## config.mk

```make
export PLATFORM = sky130hd
export DESIGN_NAME = yaw_pid_with_wrap
export DESIGN_NICKNAME = d
export VERILOG_FILES = /design/src/sv/yawpid_pkg.sv /design/src/sv/yawpid_ucode.sv /design/src/sv/yawpid_div.sv /design/src/sv/yawpid_dp.sv /design/src/sv/yaw_pid_with_wrap.sv
export SDC_FILE = /design/constraint.sdc
export NUM_CORES = 1
export LEC_CHECK = 0
export BUFFER_PORTS_ARGS = -buffer_cell sky130_fd_sc_hd__buf_2
export CORE_MARGIN = 4
export CORE_UTILIZATION = 64
export CTS_CLUSTER_DIAMETER = 30
export DETAILED_ROUTE_END_ITERATION = 6
export PLACE_DENSITY = 0.81
export SLEW_MARGIN = 20
export SYNTH_ARGS = -nofsm -noshare
export SYNTH_HDL_FRONTEND = slang
export SYNTH_SLANG_ARGS = --single-unit
```

## constraint.sdc

```tcl
create_clock -name clk -period 8.55 [get_ports clk]
set_clock_uncertainty 0.1 [all_clocks]
set_input_delay 0.4275 -clock clk [delete_from_list [all_inputs] [get_ports clk]]
set_output_delay 0.4275 -clock clk [all_outputs]
set_load 0.01 [all_outputs]
```

## src/sv/yawpid_pkg.sv

```systemverilog
// Shared types, constants and helpers for the yaw PID controller.
// No dependencies; imported by every module of the block.
package yawpid_pkg;

	localparam int HIST_DEPTH_DEF   = 10;
	localparam int COUNTS_PER_TURN  = 448;
	localparam int DEGREES_PER_TURN = 360;
	localparam int SUM_SCALE        = 1000;

	localparam int GAIN_W     = 10;
	localparam int DUTY_W     = 7;
	localparam int HEAD_W     = 9;
	localparam int ERR_W      = 9;
	localparam int TCNT_W     = 10;
	localparam int CFG_IDX_W  = 3;
	localparam int CFG_DATA_W = 10;
	localparam int TDATA_W    = 24;
	localparam int PROD_W     = 21;
	localparam int INTEG_W    = 32;
	localparam int DIV_W      = 34;
	localparam int DIVR_W     = 10;
	localparam int QS_W       = 25;

	// register indexes
	localparam logic [CFG_IDX_W-1:0] REG_KP    = 3'd0;
	localparam logic [CFG_IDX_W-1:0] REG_KI    = 3'd1;
	localparam logic [CFG_IDX_W-1:0] REG_KD    = 3'd2;
	localparam logic [CFG_IDX_W-1:0] REG_RATE  = 3'd3;
	localparam logic [CFG_IDX_W-1:0] REG_HOVER = 3'd4;
	localparam logic [CFG_IDX_W-1:0] REG_DMAX  = 3'd5;
	localparam logic [CFG_IDX_W-1:0] REG_DMIN  = 3'd6;

	localparam logic [GAIN_W-1:0] KP_RST    = 10'd150;
	localparam logic [GAIN_W-1:0] KI_RST    = 10'd70;
	localparam logic [GAIN_W-1:0] KD_RST    = 10'd300;
	localparam logic [GAIN_W-1:0] RATE_RST  = 10'd50;
	localparam logic [DUTY_W-1:0] HOVER_RST = 7'd30;
	localparam logic [DUTY_W-1:0] DMAX_RST  = 7'd70;
	localparam logic [DUTY_W-1:0] DMIN_RST  = 7'd2;

	// datapath operations
	localparam int OP_W = 4;
	localparam logic [OP_W-1:0] OP_NOP   = 4'd0;
	localparam logic [OP_W-1:0] OP_LOAD  = 4'd1;
	localparam logic [OP_W-1:0] OP_TCONV = 4'd2;
	localparam logic [OP_W-1:0] OP_ERR   = 4'd3;
	localparam logic [OP_W-1:0] OP_MULI  = 4'd4;
	localparam logic [OP_W-1:0] OP_DIVI  = 4'd5;
	localparam logic [OP_W-1:0] OP_ACCI  = 4'd6;
	localparam logic [OP_W-1:0] OP_DIVD  = 4'd7;
	localparam logic [OP_W-1:0] OP_DTERM = 4'd8;
	localparam logic [OP_W-1:0] OP_SUM   = 4'd9;
	localparam logic [OP_W-1:0] OP_DIVS  = 4'd10;
	localparam logic [OP_W-1:0] OP_QSUM  = 4'd11;
	localparam logic [OP_W-1:0] OP_OUT   = 4'd12;

	// step conditions: step holds until met
	localparam int C_W = 2;
	localparam logic [C_W-1:0] C_NONE = 2'd0;
	localparam logic [C_W-1:0] C_IN   = 2'd1;
	localparam logic [C_W-1:0] C_DIV  = 2'd2;
	localparam logic [C_W-1:0] C_OUT  = 2'd3;

	// program addresses
	localparam int STEP_W = 4;
	localparam logic [STEP_W-1:0] ST_LOAD  = 4'd0;
	localparam logic [STEP_W-1:0] ST_TCONV = 4'd1;
	localparam logic [STEP_W-1:0] ST_ERR   = 4'd2;
	localparam logic [STEP_W-1:0] ST_MULI  = 4'd3;
	localparam logic [STEP_W-1:0] ST_DIVI  = 4'd4;
	localparam logic [STEP_W-1:0] ST_ACCI  = 4'd5;
	localparam logic [STEP_W-1:0] ST_DIVD  = 4'd6;
	localparam logic [STEP_W-1:0] ST_DTERM = 4'd7;
	localparam logic [STEP_W-1:0] ST_SUM   = 4'd8;
	localparam logic [STEP_W-1:0] ST_DIVS  = 4'd9;
	localparam logic [STEP_W-1:0] ST_QSUM  = 4'd10;
	localparam logic [STEP_W-1:0] ST_OUT   = 4'd11;

	typedef struct packed {
		logic [OP_W-1:0]   op;
		logic [C_W-1:0]    cond;
		logic              jmp;
		logic [STEP_W-1:0] target;
	} ucw_t;

	typedef struct packed {
		logic [GAIN_W-1:0] kp;
		logic [GAIN_W-1:0] ki;
		logic [GAIN_W-1:0] kd;
		logic [GAIN_W-1:0] rate;
		logic [DUTY_W-1:0] hover;
		logic [DUTY_W-1:0] dmax;
		logic [DUTY_W-1:0] dmin;
	} cfg_t;

	// degrees to counts: d*448/360 = d*56/45, by reciprocal
	localparam int TCONV_SHIFT = 21;
	localparam int TCONV_NUM   = COUNTS_PER_TURN / 8;
	localparam int TCONV_DEN   = DEGREES_PER_TURN / 8;
	localparam int TCONV_RECIP = ((1 << TCONV_SHIFT) + TCONV_DEN - 1) / TCONV_DEN;
	localparam int TCONV_PW    = 31;
	localparam logic [TCONV_PW-1:0] TCONV_MUL = TCONV_PW'(TCONV_NUM * TCONV_RECIP);

	function automatic logic [TCNT_W-1:0] deg_to_counts(input logic [HEAD_W-1:0] d);
		logic [TCONV_PW-1:0] p;
		p = TCONV_PW'(d) * TCONV_MUL;
		return p[TCONV_SHIFT +: TCNT_W];
	endfunction

endpackage

```

## src/sv/yawpid_ucode.sv

```systemverilog
// Control store of the yaw PID sequencer: one control word per step.
// Depends on yawpid_pkg.
module yawpid_ucode (
	input  logic [yawpid_pkg::STEP_W-1:0] step,
	output yawpid_pkg::ucw_t              cw
);
	import yawpid_pkg::*;

	always_comb begin
		unique case (step)
			ST_LOAD:  cw = '{OP_LOAD,  C_IN,   1'b0, ST_LOAD};
			ST_TCONV: cw = '{OP_TCONV, C_NONE, 1'b0, ST_LOAD};
			ST_ERR:   cw = '{OP_ERR,   C_NONE, 1'b0, ST_LOAD};
			ST_MULI:  cw = '{OP_MULI,  C_NONE, 1'b0, ST_LOAD};
			ST_DIVI:  cw = '{OP_DIVI,  C_NONE, 1'b0, ST_LOAD};
			ST_ACCI:  cw = '{OP_ACCI,  C_DIV,  1'b0, ST_LOAD};
			ST_DIVD:  cw = '{OP_DIVD,  C_NONE, 1'b0, ST_LOAD};
			ST_DTERM: cw = '{OP_DTERM, C_DIV,  1'b0, ST_LOAD};
			ST_SUM:   cw = '{OP_SUM,   C_NONE, 1'b0, ST_LOAD};
			ST_DIVS:  cw = '{OP_DIVS,  C_NONE, 1'b0, ST_LOAD};
			ST_QSUM:  cw = '{OP_QSUM,  C_DIV,  1'b0, ST_LOAD};
			ST_OUT:   cw = '{OP_OUT,   C_OUT,  1'b1, ST_LOAD};
			default:  cw = '{OP_NOP,   C_NONE, 1'b1, ST_LOAD};
		endcase
	end

endmodule

```

## src/sv/yawpid_div.sv

```systemverilog
// Signed by unsigned divider, two quotient bits per cycle, truncating.
// Depends on yawpid_pkg.
module yawpid_div (
	input  logic                              clk,
	input  logic                              arst_n,
	input  logic                              start,
	input  logic signed [yawpid_pkg::DIV_W-1:0] num,
	input  logic [yawpid_pkg::DIVR_W-1:0]     den,
	output logic                              busy,
	output logic signed [yawpid_pkg::DIV_W-1:0] quot
);
	import yawpid_pkg::*;

	localparam int STEPS = DIV_W / 2;
	localparam int CNT_W = $clog2(STEPS + 2);
	localparam logic [CNT_W-1:0] CNT_LOAD = CNT_W'(STEPS + 1);
	localparam logic [CNT_W-1:0] CNT_FIX  = CNT_W'(1);

	logic [CNT_W-1:0]  cnt_q;
	logic [DIV_W-1:0]  work_q;
	logic [DIVR_W-1:0] rem_q;
	logic [DIVR_W-1:0] den_q;
	logic              neg_q;
	logic signed [DIV_W-1:0] quot_q;

	logic [DIVR_W:0] r1, r1s, r2, r2s;
	logic            q1, q2;

	always_comb begin
		r1  = {rem_q, work_q[DIV_W-1]};
		q1  = r1 >= {1'b0, den_q};
		r1s = q1 ? r1 - {1'b0, den_q} : r1;
		r2  = {r1s[DIVR_W-1:0], work_q[DIV_W-2]};
		q2  = r2 >= {1'b0, den_q};
		r2s = q2 ? r2 - {1'b0, den_q} : r2;
	end

	always_ff @(posedge clk or negedge arst_n) begin
		if (!arst_n) begin
			cnt_q <= '0;
		end else if (start) begin
			cnt_q <= CNT_LOAD;
		end else if (cnt_q != '0) begin
			cnt_q <= cnt_q - CNT_FIX;
		end
	end

	always_ff @(posedge clk) begin
		if (start) begin
			work_q <= num[DIV_W-1] ? -num : num;
			rem_q  <= '0;
			den_q  <= den;
			neg_q  <= num[DIV_W-1];
		end else if (cnt_q > CNT_FIX) begin
			work_q <= {work_q[DIV_W-3:0], q1, q2};
			rem_q  <= r2s[DIVR_W-1:0];
		end else if (cnt_q == CNT_FIX) begin
			quot_q <= neg_q ? -$signed(work_q) : $signed(work_q);
		end
	end

	assign busy = cnt_q != '0;
	assign quot = quot_q;

endmodule

```

## src/sv/yawpid_dp.sv

```systemverilog
// Datapath of the yaw PID: wrap error, shared multiplier, divider,
// error history store and output register. Depends on yawpid_pkg, yawpid_div.
module yawpid_dp #(
	parameter int HISTORY_DEPTH = yawpid_pkg::HIST_DEPTH_DEF
) (
	input  logic                             clk,
	input  logic                             arst_n,
	input  yawpid_pkg::cfg_t                 cfg,
	input  logic [yawpid_pkg::OP_W-1:0]      op,
	output logic                             div_busy,
	input  logic [yawpid_pkg::TDATA_W-1:0]   in_data,
	output logic                             out_valid,
	input  logic                             out_ready,
	output logic [yawpid_pkg::TDATA_W-1:0]   out_data
);
	import yawpid_pkg::*;

	localparam int PTR_W = $clog2(HISTORY_DEPTH);
	localparam logic [PTR_W-1:0] PTR_LAST = PTR_W'(HISTORY_DEPTH - 1);
	localparam logic [PTR_W-1:0] PTR_ONE  = PTR_W'(1);
	localparam int OUT_BITS = DUTY_W + ERR_W + 2;
	localparam logic [HEAD_W-1:0] TURN_H = HEAD_W'(COUNTS_PER_TURN);
	localparam logic [TCNT_W-1:0] TURN_T = TCNT_W'(COUNTS_PER_TURN);
	localparam logic signed [TCNT_W:0] TURN_S = (TCNT_W + 1)'(COUNTS_PER_TURN);
	localparam logic signed [ERR_W-1:0] ERR_SMALL = ERR_W'(2);
	localparam logic [GAIN_W-1:0] RATE_ONE = GAIN_W'(1);

	logic [HEAD_W-1:0]        head_q, tdeg_q;
	logic                     req_q, guard_q;
	logic [TCNT_W-1:0]        tcnt_q;
	logic signed [ERR_W-1:0]  err_q, past_raw_q, past;
	logic                     past_ok_q, cleared_q;
	logic [PTR_W-1:0]         ptr_q;
	logic [HISTORY_DEPTH-1:0] hist_vld_q;
	logic signed [ERR_W-1:0]  hist_mem [HISTORY_DEPTH];
	logic signed [PROD_W-1:0] prod_q, dterm_q;
	logic signed [INTEG_W-1:0] integral_q;
	logic signed [DIV_W-1:0]  acc_q;
	logic signed [QS_W-1:0]   qsum_q;
	logic                     out_valid_q;
	logic [DUTY_W-1:0]        duty_q;
	logic signed [ERR_W-1:0]  yerr_q;
	logic                     clamped_q, cleared_out_q;

	// wrap error
	logic [HEAD_W-1:0]        h_w;
	logic [TCNT_W-1:0]        t_w;
	logic signed [TCNT_W:0]   direct, around, ad, aa;
	logic signed [ERR_W-1:0]  err_w;
	logic                     clr_w;

	always_comb begin
		h_w    = (head_q >= TURN_H) ? head_q - TURN_H : head_q;
		t_w    = (tcnt_q >= TURN_T) ? tcnt_q - TURN_T : tcnt_q;
		direct = $signed({1'b0, t_w}) - $signed({2'b0, h_w});
		around = (t_w > TCNT_W'(h_w)) ? direct - TURN_S : direct + TURN_S;
		ad     = direct[TCNT_W] ? -direct : direct;
		aa     = around[TCNT_W] ? -around : around;
		err_w  = (ad <= aa) ? direct[ERR_W-1:0] : around[ERR_W-1:0];
		clr_w  = (err_w > -ERR_SMALL) && (err_w < ERR_SMALL) && req_q && guard_q;
	end

	// shared multiplier
	logic signed [ERR_W:0]    mul_a;
	logic [GAIN_W-1:0]        mul_b;
	logic signed [PROD_W-1:0] mul_p;

	assign past = past_ok_q ? past_raw_q : '0;

	always_comb begin
		unique case (op)
			OP_MULI: begin
				mul_a = (ERR_W + 1)'(err_q);
				mul_b = cfg.ki;
			end
			OP_ACCI: begin
				mul_a = (ERR_W + 1)'(err_q) - (ERR_W + 1)'(past);
				mul_b = cfg.kd;
			end
			default: begin
				mul_a = (ERR_W + 1)'(err_q);
				mul_b = cfg.kp;
			end
		endcase
		mul_p = mul_a * $signed({1'b0, mul_b});
	end

	// divider
	logic                     div_start;
	logic signed [DIV_W-1:0]  div_num, quot;
	logic [DIVR_W-1:0]        div_den, rate_eff;

	assign rate_eff  = (cfg.rate == '0) ? RATE_ONE : cfg.rate;
	assign div_start = (op == OP_DIVI) || (op == OP_DIVD) || (op == OP_DIVS);
	assign div_num   = (op == OP_DIVS) ? acc_q : DIV_W'(prod_q);
	assign div_den   = (op == OP_DIVS) ? DIVR_W'(SUM_SCALE) : rate_eff;

	yawpid_div u_div (
		.clk    (clk),
		.arst_n (arst_n),
		.start  (div_start),
		.num    (div_num),
		.den    (div_den),
		.busy   (div_busy),
		.quot   (quot)
	);

	// integral accumulate with saturation
	logic signed [DIV_W-1:0]   isum;
	logic                      sat_pos, sat_neg;
	logic signed [INTEG_W-1:0] isat;

	always_comb begin
		isum    = DIV_W'(integral_q) + quot;
		sat_pos = !isum[DIV_W-1] && (|isum[DIV_W-2:INTEG_W-1]);
		sat_neg = isum[DIV_W-1] && !(&isum[DIV_W-2:INTEG_W-1]);
		if (sat_pos)
			isat = {1'b0, {(INTEG_W - 1){1'b1}}};
		else if (sat_neg)
			isat = {1'b1, {(INTEG_W - 1){1'b0}}};
		else
			isat = isum[INTEG_W-1:0];
	end

	// duty and clamp
	logic signed [QS_W:0]     resp;
	logic [DUTY_W-1:0]        duty_w;
	logic                     clamp_w;

	always_comb begin
		resp = (QS_W + 1)'($signed({1'b0, cfg.hover})) + (QS_W + 1)'(qsum_q);
		if (resp > $signed({1'b0, cfg.dmax})) begin
			duty_w  = cfg.dmax;
			clamp_w = 1'b1;
		end else if (resp < $signed({1'b0, cfg.dmin})) begin
			duty_w  = cfg.dmin;
			clamp_w = 1'b1;
		end else begin
			duty_w  = resp[DUTY_W-1:0];
			clamp_w = 1'b0;
		end
	end

	always_ff @(posedge clk or negedge arst_n) begin
		if (!arst_n) begin
			guard_q     <= 1'b1;
			integral_q  <= '0;
			ptr_q       <= '0;
			hist_vld_q  <= '0;
			past_ok_q   <= 1'b0;
			out_valid_q <= 1'b0;
		end else begin
			if (op == OP_LOAD && in_data[HEAD_W + HEAD_W + 1])
				guard_q <= 1'b1;
			if (op == OP_TCONV)
				past_ok_q <= hist_vld_q[ptr_q];
			if (op == OP_ERR && clr_w) begin
				guard_q    <= 1'b0;
				integral_q <= '0;
			end
			if (op == OP_MULI) begin
				hist_vld_q[ptr_q] <= 1'b1;
				ptr_q <= (ptr_q == PTR_LAST) ? '0 : ptr_q + PTR_ONE;
			end
			if (op == OP_ACCI)
				integral_q <= isat;
			if (op == OP_OUT)
				out_valid_q <= 1'b1;
			else if (out_ready)
				out_valid_q <= 1'b0;
		end
	end

	always_ff @(posedge clk) begin
		if (op == OP_TCONV)
			past_raw_q <= hist_mem[ptr_q];
		if (op == OP_MULI)
			hist_mem[ptr_q] <= err_q;
	end

	always_ff @(posedge clk) begin
		unique case (op)
			OP_LOAD: begin
				head_q <= in_data[HEAD_W-1:0];
				tdeg_q <= in_data[HEAD_W +: HEAD_W];
				req_q  <= in_data[HEAD_W + HEAD_W];
			end
			OP_TCONV: tcnt_q <= deg_to_counts(tdeg_q);
			OP_ERR: begin
				err_q     <= err_w;
				cleared_q <= clr_w;
			end
			OP_MULI:  prod_q <= mul_p;
			OP_ACCI:  prod_q <= mul_p;
			OP_DTERM: begin
				dterm_q <= quot[PROD_W-1:0];
				prod_q  <= mul_p;
			end
			OP_SUM:   acc_q  <= DIV_W'(prod_q) + DIV_W'(integral_q) + DIV_W'(dterm_q);
			OP_QSUM:  qsum_q <= quot[QS_W-1:0];
			OP_OUT: begin
				duty_q        <= duty_w;
				yerr_q        <= err_q;
				clamped_q     <= clamp_w;
				cleared_out_q <= cleared_q;
			end
			default: ;
		endcase
	end

	assign out_valid = out_valid_q;
	assign out_data  = {{(TDATA_W - OUT_BITS){1'b0}}, cleared_out_q, clamped_q, yerr_q, duty_q};

endmodule

```

## src/sv/yaw_pid_with_wrap.sv

```systemverilog
// Yaw PID controller with wrap-around heading error, top level.
// Items are handled one at a time: a new input beat is taken only once the previous
// result is loaded for output, after three passes through the shared
// two-bit-per-cycle divider and the rest of the step sequence.
// Reset: registers to defaults, integral zero, history reads zero, guard armed.
// Depends on yawpid_pkg, yawpid_ucode, yawpid_dp.
module yaw_pid_with_wrap #(
	parameter int HISTORY_DEPTH = yawpid_pkg::HIST_DEPTH_DEF
) (
	input  logic                                 clk,
	input  logic                                 arst_n,
	input  logic                                 cfg_wr_en,
	input  logic [yawpid_pkg::CFG_IDX_W-1:0]     cfg_addr,
	input  logic [yawpid_pkg::CFG_DATA_W-1:0]    cfg_wdata,
	input  logic                                 s_axis_tvalid,
	output logic                                 s_axis_tready,
	// heading[8:0], target_degrees[17:9], integral_reset_request[18], rearm_guard[19]
	input  logic [yawpid_pkg::TDATA_W-1:0]       s_axis_tdata,
	output logic                                 m_axis_tvalid,
	input  logic                                 m_axis_tready,
	// duty[6:0], yaw_error[15:7], clamped[16], integral_cleared[17]
	output logic [yawpid_pkg::TDATA_W-1:0]       m_axis_tdata
);
	import yawpid_pkg::*;

	localparam logic [STEP_W-1:0] STEP_ONE = STEP_W'(1);

	cfg_t              cfg_q;
	logic [STEP_W-1:0] step_q;
	ucw_t              cw;
	logic              go, div_busy;
	logic [OP_W-1:0]   op_x;

	always_ff @(posedge clk or negedge arst_n) begin
		if (!arst_n) begin
			cfg_q <= '{KP_RST, KI_RST, KD_RST, RATE_RST, HOVER_RST, DMAX_RST, DMIN_RST};
		end else if (cfg_wr_en) begin
			unique case (cfg_addr)
				REG_KP:    cfg_q.kp    <= cfg_wdata;
				REG_KI:    cfg_q.ki    <= cfg_wdata;
				REG_KD:    cfg_q.kd    <= cfg_wdata;
				REG_RATE:  cfg_q.rate  <= cfg_wdata;
				REG_HOVER: cfg_q.hover <= cfg_wdata[DUTY_W-1:0];
				REG_DMAX:  cfg_q.dmax  <= cfg_wdata[DUTY_W-1:0];
				REG_DMIN:  cfg_q.dmin  <= cfg_wdata[DUTY_W-1:0];
				default: ;
			endcase
		end
	end

	yawpid_ucode u_ucode (
		.step (step_q),
		.cw   (cw)
	);

	always_comb begin
		unique case (cw.cond)
			C_IN:    go = s_axis_tvalid;
			C_DIV:   go = !div_busy;
			C_OUT:   go = !m_axis_tvalid || m_axis_tready;
			default: go = 1'b1;
		endcase
	end

	assign op_x          = go ? cw.op : OP_NOP;
	assign s_axis_tready = cw.cond == C_IN;

	always_ff @(posedge clk or negedge arst_n) begin
		if (!arst_n)
			step_q <= ST_LOAD;
		else if (go)
			step_q <= cw.jmp ? cw.target : step_q + STEP_ONE;
	end

	yawpid_dp #(
		.HISTORY_DEPTH (HISTORY_DEPTH)
	) u_dp (
		.clk       (clk),
		.arst_n    (arst_n),
		.cfg       (cfg_q),
		.op        (op_x),
		.div_busy  (div_busy),
		.in_data   (s_axis_tdata),
		.out_valid (m_axis_tvalid),
		.out_ready (m_axis_tready),
		.out_data  (m_axis_tdata)
	);

	a_div_idle: assert property (@(posedge clk) disable iff (!arst_n)
		(op_x == OP_DIVI || op_x == OP_DIVD || op_x == OP_DIVS) |-> !div_busy)
		else $error("divider restarted while busy");

	a_beat_seq: assert property (@(posedge clk) disable iff (!arst_n)
		(s_axis_tvalid && s_axis_tready) |=> step_q == ST_TCONV)
		else $error("input beat did not advance the program");

	a_out_load: assert property (@(posedge clk) disable iff (!arst_n)
		(op_x == OP_OUT) |=> m_axis_tvalid)
		else $error("result not offered after output step");

	a_step_range: assert property (@(posedge clk) disable iff (!arst_n)
		step_q <= ST_OUT)
		else $error("step counter outside program");

endmodule

```

==> results.toml, run 1 <==
[setup_path]
path_delay_family = "adder cells"
critical_path.endpoint = "u_dp.prod_q[17]$_DFFE_PP_"
required_ns = 8.84
r2r_end = "u_dp.prod_q[17]$_DFFE_PP_"
cp_num_buf_inv = 5
crit_slowest_cell = "fa_1"
crit_path_end_kind = "flop"
crit_path_max_fanout = 9
r2r_cells = 30
rr_startpoint = "step_q[0]$_DFFE_PN0N_"
crit_path_max_incr_delay_ns = 0.53
startpoint_type = "flop"
crit_type = "reg2reg"
cp-startpoint = "step_q[0]$_DFFE_PN0N_"
r2r_slack_ns = 0.41
path_depth = 30
worstPathArrival_ns = 8.43

[timing]
setup_violations = 0
slew_viol_final = 0
fin_crit_ns = 8.14
clock.fmax_mhz = 123
finalSetupTns_ns = 0
rsz0062_at_grt = "false"
slew_headroom_pct = 25.4
fin_crit_sh_pct = 95.2
tightestPinTransition_ns = 1.12
hold_violations = 0

[global_route]
grt_pass1_wl_um = 132000
overflow = 0
gr-usage-met2_pct = 52.2
grt_max_degree = 69
use_met3_pct = 6.76
grt_pass1_vias = 24600
antenna_found_initial = 1
grt_usage_pct = 31.1
use_met1_pct = 39.8
top_usage_layer = "met2"

[final_layout]
fin_area_mm2 = 0.0367
layout-drive-gt1-share_pct = 14.9
final_util_pct = 74.7
layout.cells.non_filler = 3782
nets = 3498
syn_to_final_growth_pct = 14.7
antenna-diode-count = 0

[clock_network]
path_clk_slew_ns = 0.05
worstSkewPairLatency_ns = 0.65
clockBufferDepth = 3
cts.sinks = 465
numCtsBuffers = 94
cts_setup_buffers = 0
htreeDepth = 3
cts_tree = "built"
ctsRootBufferMaster = "clkbuf_16"

[placement]
io_buffer_count = 57
place_inst = 3582
place_area_mm2 = 0.0332
gp_congestion = 0.929
hpwl_um = 57000

[route]
drtIter0Drc = 2359
ant_nets = 0
drtPass1Iterations = 7
vias_per_cell = 6.29
wl_per_cell_um = 21.9
drc_errors = 2
vias = 23800
drt_wl_total_um = 82600

[die]
ios = 68
die_w_um = 232
die_area_mm2 = 0.0537
rows = 81
core_mm2 = 0.0492
initial_core_util_pct = 65.1
dieHeight_um = 232

[logic_synthesis]
ys.warnings.count = 0
synth_cell_type_count = 89
muxShareOfSynthArea_pct = 5.39
synth_area_per_cell_um2 = 11.1
synthTopCellsByCount = "edfxtp_1, ha_1, inv_1, nand2_1, nor2_1"
yosys.area.top_type = "edfxtp_1"
yosys-top-cells-area = "edfxtp_1, ha_1, fa_1, dfrtp_1, xnor2_1"
synth_edf_count = 336
postSynthCellCount = 2883
yosys.area_share.xor_xnor_pct = 5.55
ys.flop_type = "edfxtp_1"
ys_ff_latch = 465
synth_compound_area_share_pct = 12.3
synth_top_area_share_pct = 31.5
synth_top_family_by_area = "adder cells"
ys_seq_area_share_pct = 41.5
yosys.area_share.adder_pct = 19.7
async_flop_share_pct = 25.6
syn_area_mm2 = 0.0320
synthMostInstantiatedCell = "edfxtp_1"
synth-simple-area-share_pct = 11.8

[status]
outcome = "finished with violations"
violations = "design-rule violations"

[min_path]
hold_class = "in2reg"

[flow_run]
cap_violations = 0
-- repair_timing --
action / in CTS / in global routing
hold endpoints to repair: 72 / 0
hold buffers: 23 / 0
endpoints found under the setup margin: 0 / 6
resized for setup: 0 / 8
-- through the flow --
step	setup slack (ns)	hold slack [ns]
3_5_place_dp	0.247	0.323
3_3_place_gp	0.459	0.303
6_report	0.413	0.0415
2_1_floorplan	0.818	0.0319
5_1_grt	0.00419	0.0194
4_1_cts	0.210	0.00930
-- worst min path at each step --
stage	startpoint	to	slack [ns]	depth (start not counted)
floorplan	arst_n	cfg_q[0]$_DFFE_PN0P_	0.03	0
global placement	u_dp.cleared_q$_DFFE_PN_	u_dp.cleared_out_q$_DFFE_PP_	0.30	0
detailed placement	u_dp.cleared_q$_DFFE_PN_	u_dp.cleared_out_q$_DFFE_PP_	0.32	0
CTS	cfg_wdata[7]	cfg_q[28]$_DFFE_PN0P_	0.009	2
global route	cfg_wdata[7]	cfg_q[28]$_DFFE_PN0P_	0.02	2
finish	cfg_wdata[7]	cfg_q[28]$_DFFE_PN0P_	0.04	2
-- cell families (layout without fill, tap and decap cells) --
group                    Yosys count  in the layout
AO/OA/AOI/OAI                    592            592
XOR/XNOR                         201            201
adder cells (fa/ha/maj)          419            419
buffers and inverters            296            525
flip-flops                       465            465
multiplexers                     138            138
other                              1              7
AND/OR/NAND/NOR                  771            771
-- registers in the layout (all words and copies together), names as in the netlist, 9 cells and up --
register           count
cfg_q                 61
u_dp.u_div.work_q     34
u_dp.u_div.quot       34
u_dp.u_div.den_q      10
u_dp.acc_q            34
u_dp.hist_mem         90
u_dp.qsum_q           25
u_dp.u_div.rem_q      10
u_dp.tdeg_q            9
u_dp.prod_q           21
u_dp.head_q            9
u_dp.yerr_q            9
u_dp.hist_vld_q       10
u_dp.dterm_q          21
u_dp.integral_q       32
u_dp.err_q             9
u_dp.tcnt_q           10
u_dp.past_raw_q        9
-- final cells by class --
| type | instances | area, µm² |
|---|---|---|
| multi-input combinational | 2128 | 17700 |
| fill | 3122 | 12400 |
| sequential | 465 | 13300 |
| tap | 664 | 831 |
| clock inverter | 69 | 687 |
| clock buffer | 108 | 2530 |
| inverter | 222 | 833 |
| timing repair buffer | 126 | 863 |
-- metal layers --
layer | up-vias | routed length [µm]
li1 | 10800 | -
met1 | 11700 | 32600
met2 | 1097 | 40400
met3 | 224 | 6680
met4 | 2 | 3000
met5 | - | 13
-- cell usage in the layout, fill, tap and decap left out, types with 20 or more instances in the layout --
cell / Yosys / layout
a211oi_1: 21 / 21
a21o_1: 54 / 54
a21oi_1: 166 / 165
a221o_1: 34 / 34
and2_1: 22 / 21
buf_2: 15 / 56
buf_4: 12 / 47
clkbuf_16: 0 / 98
dfrtp_1: 96 / 95
dfstp_2: 23 / 23
dlygate4sd3_1: 0 / 23
edfxtp_1: 336 / 336
fa_1: 140 / 140
ha_1: 279 / 279
inv_1: 221 / 221
inv_6: 0 / 20
mux2_2: 74 / 74
mux2i_1: 44 / 44
mux4_2: 20 / 20
nand2_1: 221 / 219
nand2b_1: 40 / 40
nand3_1: 47 / 47
nand4_1: 25 / 25
nor2_1: 197 / 192
nor2b_1: 35 / 35
nor3_1: 44 / 41
o21a_1: 21 / 21
o21ai_0: 122 / 120
o31ai_1: 26 / 26
or2_2: 25 / 25
or3_1: 28 / 28
xnor2_1: 129 / 129
xor2_1: 70 / 70
Power of run 1 is left out: the tool's default activity adds up to more than one toggle a clock period on the data nets, which glitch-free logic cannot reach.
==> run 2, diff against run 1 <==
==> constraint.sdc (replaced) <==
create_clock -name clk -period 8.4 [get_ports clk]
set_clock_uncertainty 0.1 [all_clocks]
set_input_delay 0.42 -clock clk [delete_from_list [all_inputs] [get_ports clk]]
set_output_delay 0.42 -clock clk [all_outputs]
set_load 0.01 [all_outputs]
==> run 2 against run 1 <==
Compared with the run above: the flow now finishes without violations; fmax increased by 0.47%; first-iteration DRC count decreased by 8.9%; critical path type unchanged; register-to-register slack worse by 0.11 ns; largest cell class unchanged; count of clock-buffer cells in the layout fell by 2; worst setup slack worse by 0.11 ns; non-clock buffer count rose by 10.
==> results.toml, run 2 (synthesized netlist as in run 1, its figures left out) <==
[status]
outcome = "completed"

[timing]
setup_violations = 0
clock.fmax_mhz = 123
fin_crit_sh_pct = 96.4
hold_violations = 0
fin_crit_ns = 8.10
worst_slack_ns = 0.302
finalSetupTns_ns = 0
tightestPinTransition_ns = 1.07
fin_hold_ws_ns = 0.0537
slew_headroom_pct = 28.1
slew_viol_final = 0

[setup_path]
crit_path_max_incr_delay_ns = 0.56
cp-startpoint = "step_q[0]$_DFFE_PN0N_"
r2r_cells = 28
crit_slowest_cell = "fa_1"
crit_path_max_fanout = 14
required_ns = 8.65
crit_type = "reg2reg"
rr_startpoint = "step_q[0]$_DFFE_PN0N_"
crit_path_end_kind = "flop"
startpoint_type = "flop"
worstPathArrival_ns = 8.35
worst_path_most_repeated_cell = "fa_1"

[final_layout]
regMostFlops = "u_dp.hist_mem"
top_regs = "u_dp.hist_mem (90), cfg_q (61)"
layout.cells.non_filler = 3786
nets = 3506
final_cell_mix = "edfxtp_1, ha_1, nand2_1"
syn_to_final_growth_pct = 15.1
antenna-diode-count = 0
final_common_cell = "edfxtp_1"
largest_reg_flops = 90
layout-drive-gt1-share_pct = 15.4

[clock_network]
numCtsBuffers = 91
worstSkewPairLatency_ns = 0.64
ctsRootBufferMaster = "clkbuf_16"
path_clk_slew_ns = 0.05
clockBufferDepth = 3
htreeDepth = 3
cts.sinks = 465
cts_tree = "built"

[die]
rows = 81
die_area_mm2 = 0.0537
die_w_um = 232
initial_core_util_pct = 65.1
ios = 68
dieHeight_um = 232
core_mm2 = 0.0492

[route]
vias_per_cell = 6.40
drc_errors = 0
drtPass1Iterations = 6
drt_wl_total_um = 83900
vias = 24200
wl_per_cell_um = 22.2
drtIter0Drc = 2149
ant_nets = 0

[placement]
place_inst = 3584
io_buffer_count = 57
pre_cts_ws_ns = 0.118
hpwl_um = 57400
gp_congestion = 0.932

[global_route]
grt_pass1_vias = 24800
grt_pass1_wl_um = 135000
grt_max_degree = 59
grt_usage_pct = 31.6
antenna_found_initial = 3
overflow = 0

[flow_run]
cap_violations = 0

[min_path]
hold_class = "in2reg"
min_path_cells = 3
hp-start = "cfg_wdata[5]"
==> run 2: cell count changes in the layout (fill, tap and decap cells not counted), sizes merged, moves of 2 or more <==
cell	previous run	this run
buf	103	112
bufinv	6	8
clkbuf	108	106
inv	244	238
==> run 2: path summary, 6_finish.rpt <==
path,end,slack (ns)
max,u_dp.prod_q[17]$_DFFE_PP_,0.30
min,cfg_q[46]$_DFFE_PN0P_,0.05
max reg2reg,u_dp.prod_q[17]$_DFFE_PP_,0.30
min reg2reg,u_dp.cleared_out_q$_DFFE_PP_,0.35
max in group asynchronous,u_dp.past_ok_q$_DFFE_PN0N_,6.38
min in group asynchronous,cfg_q[27]$_DFFE_PN0P_,0.23
==> run 2: area by class of cell <==
class	count	area, µm²
clock inverter	64	734
timing repair buffer	136	968
clock buffer	106	2460
multi-input combinational	2129	17700
tap	664	831
sequential	465	13300
fill	3116	12300
inverter	222	837
==> run 2: per-layer routing <==
layer  share of wire (%)  vias to the layer above  track usage [%]
met4                 3.5                        2             11.8
met3                 7.7                      239             5.97
met1                  39                    12000             41.1
li1                    -                    10800                -
met2                  50                     1194             53.0
met5               0.015                        -                0
==> run 2: repair_timing <==
action / CTS / global route
gates resized for setup: 0 / 28
hold endpoints to repair: 64 / 0
setup buffers: 0 / 5
hold buffers: 24 / 0
setup endpoints to repair: 0 / 38
==> run 2: per-stage QoR <==
step,area [µm²],util (%)
final,36800,74.9
after global placement,33200,67.6
after floorplan,32000,-
after global routing,36800,74.9
after CTS,36700,74.6
after detailed placement,33200,67.6
==> run 2: worst max-delay path: cells and delay by family (launching register included) <==
family / cells / cell delay, ns
compound gates: 8 / 2.11
xor+xnor: 1 / 0.09
fa+ha+maj: 8 / 3.46
buf+inv: 7 / 0.84
flops: 1 / 0.48
simple gates: 4 / 0.74
Power of run 2 is left out for the same reason.
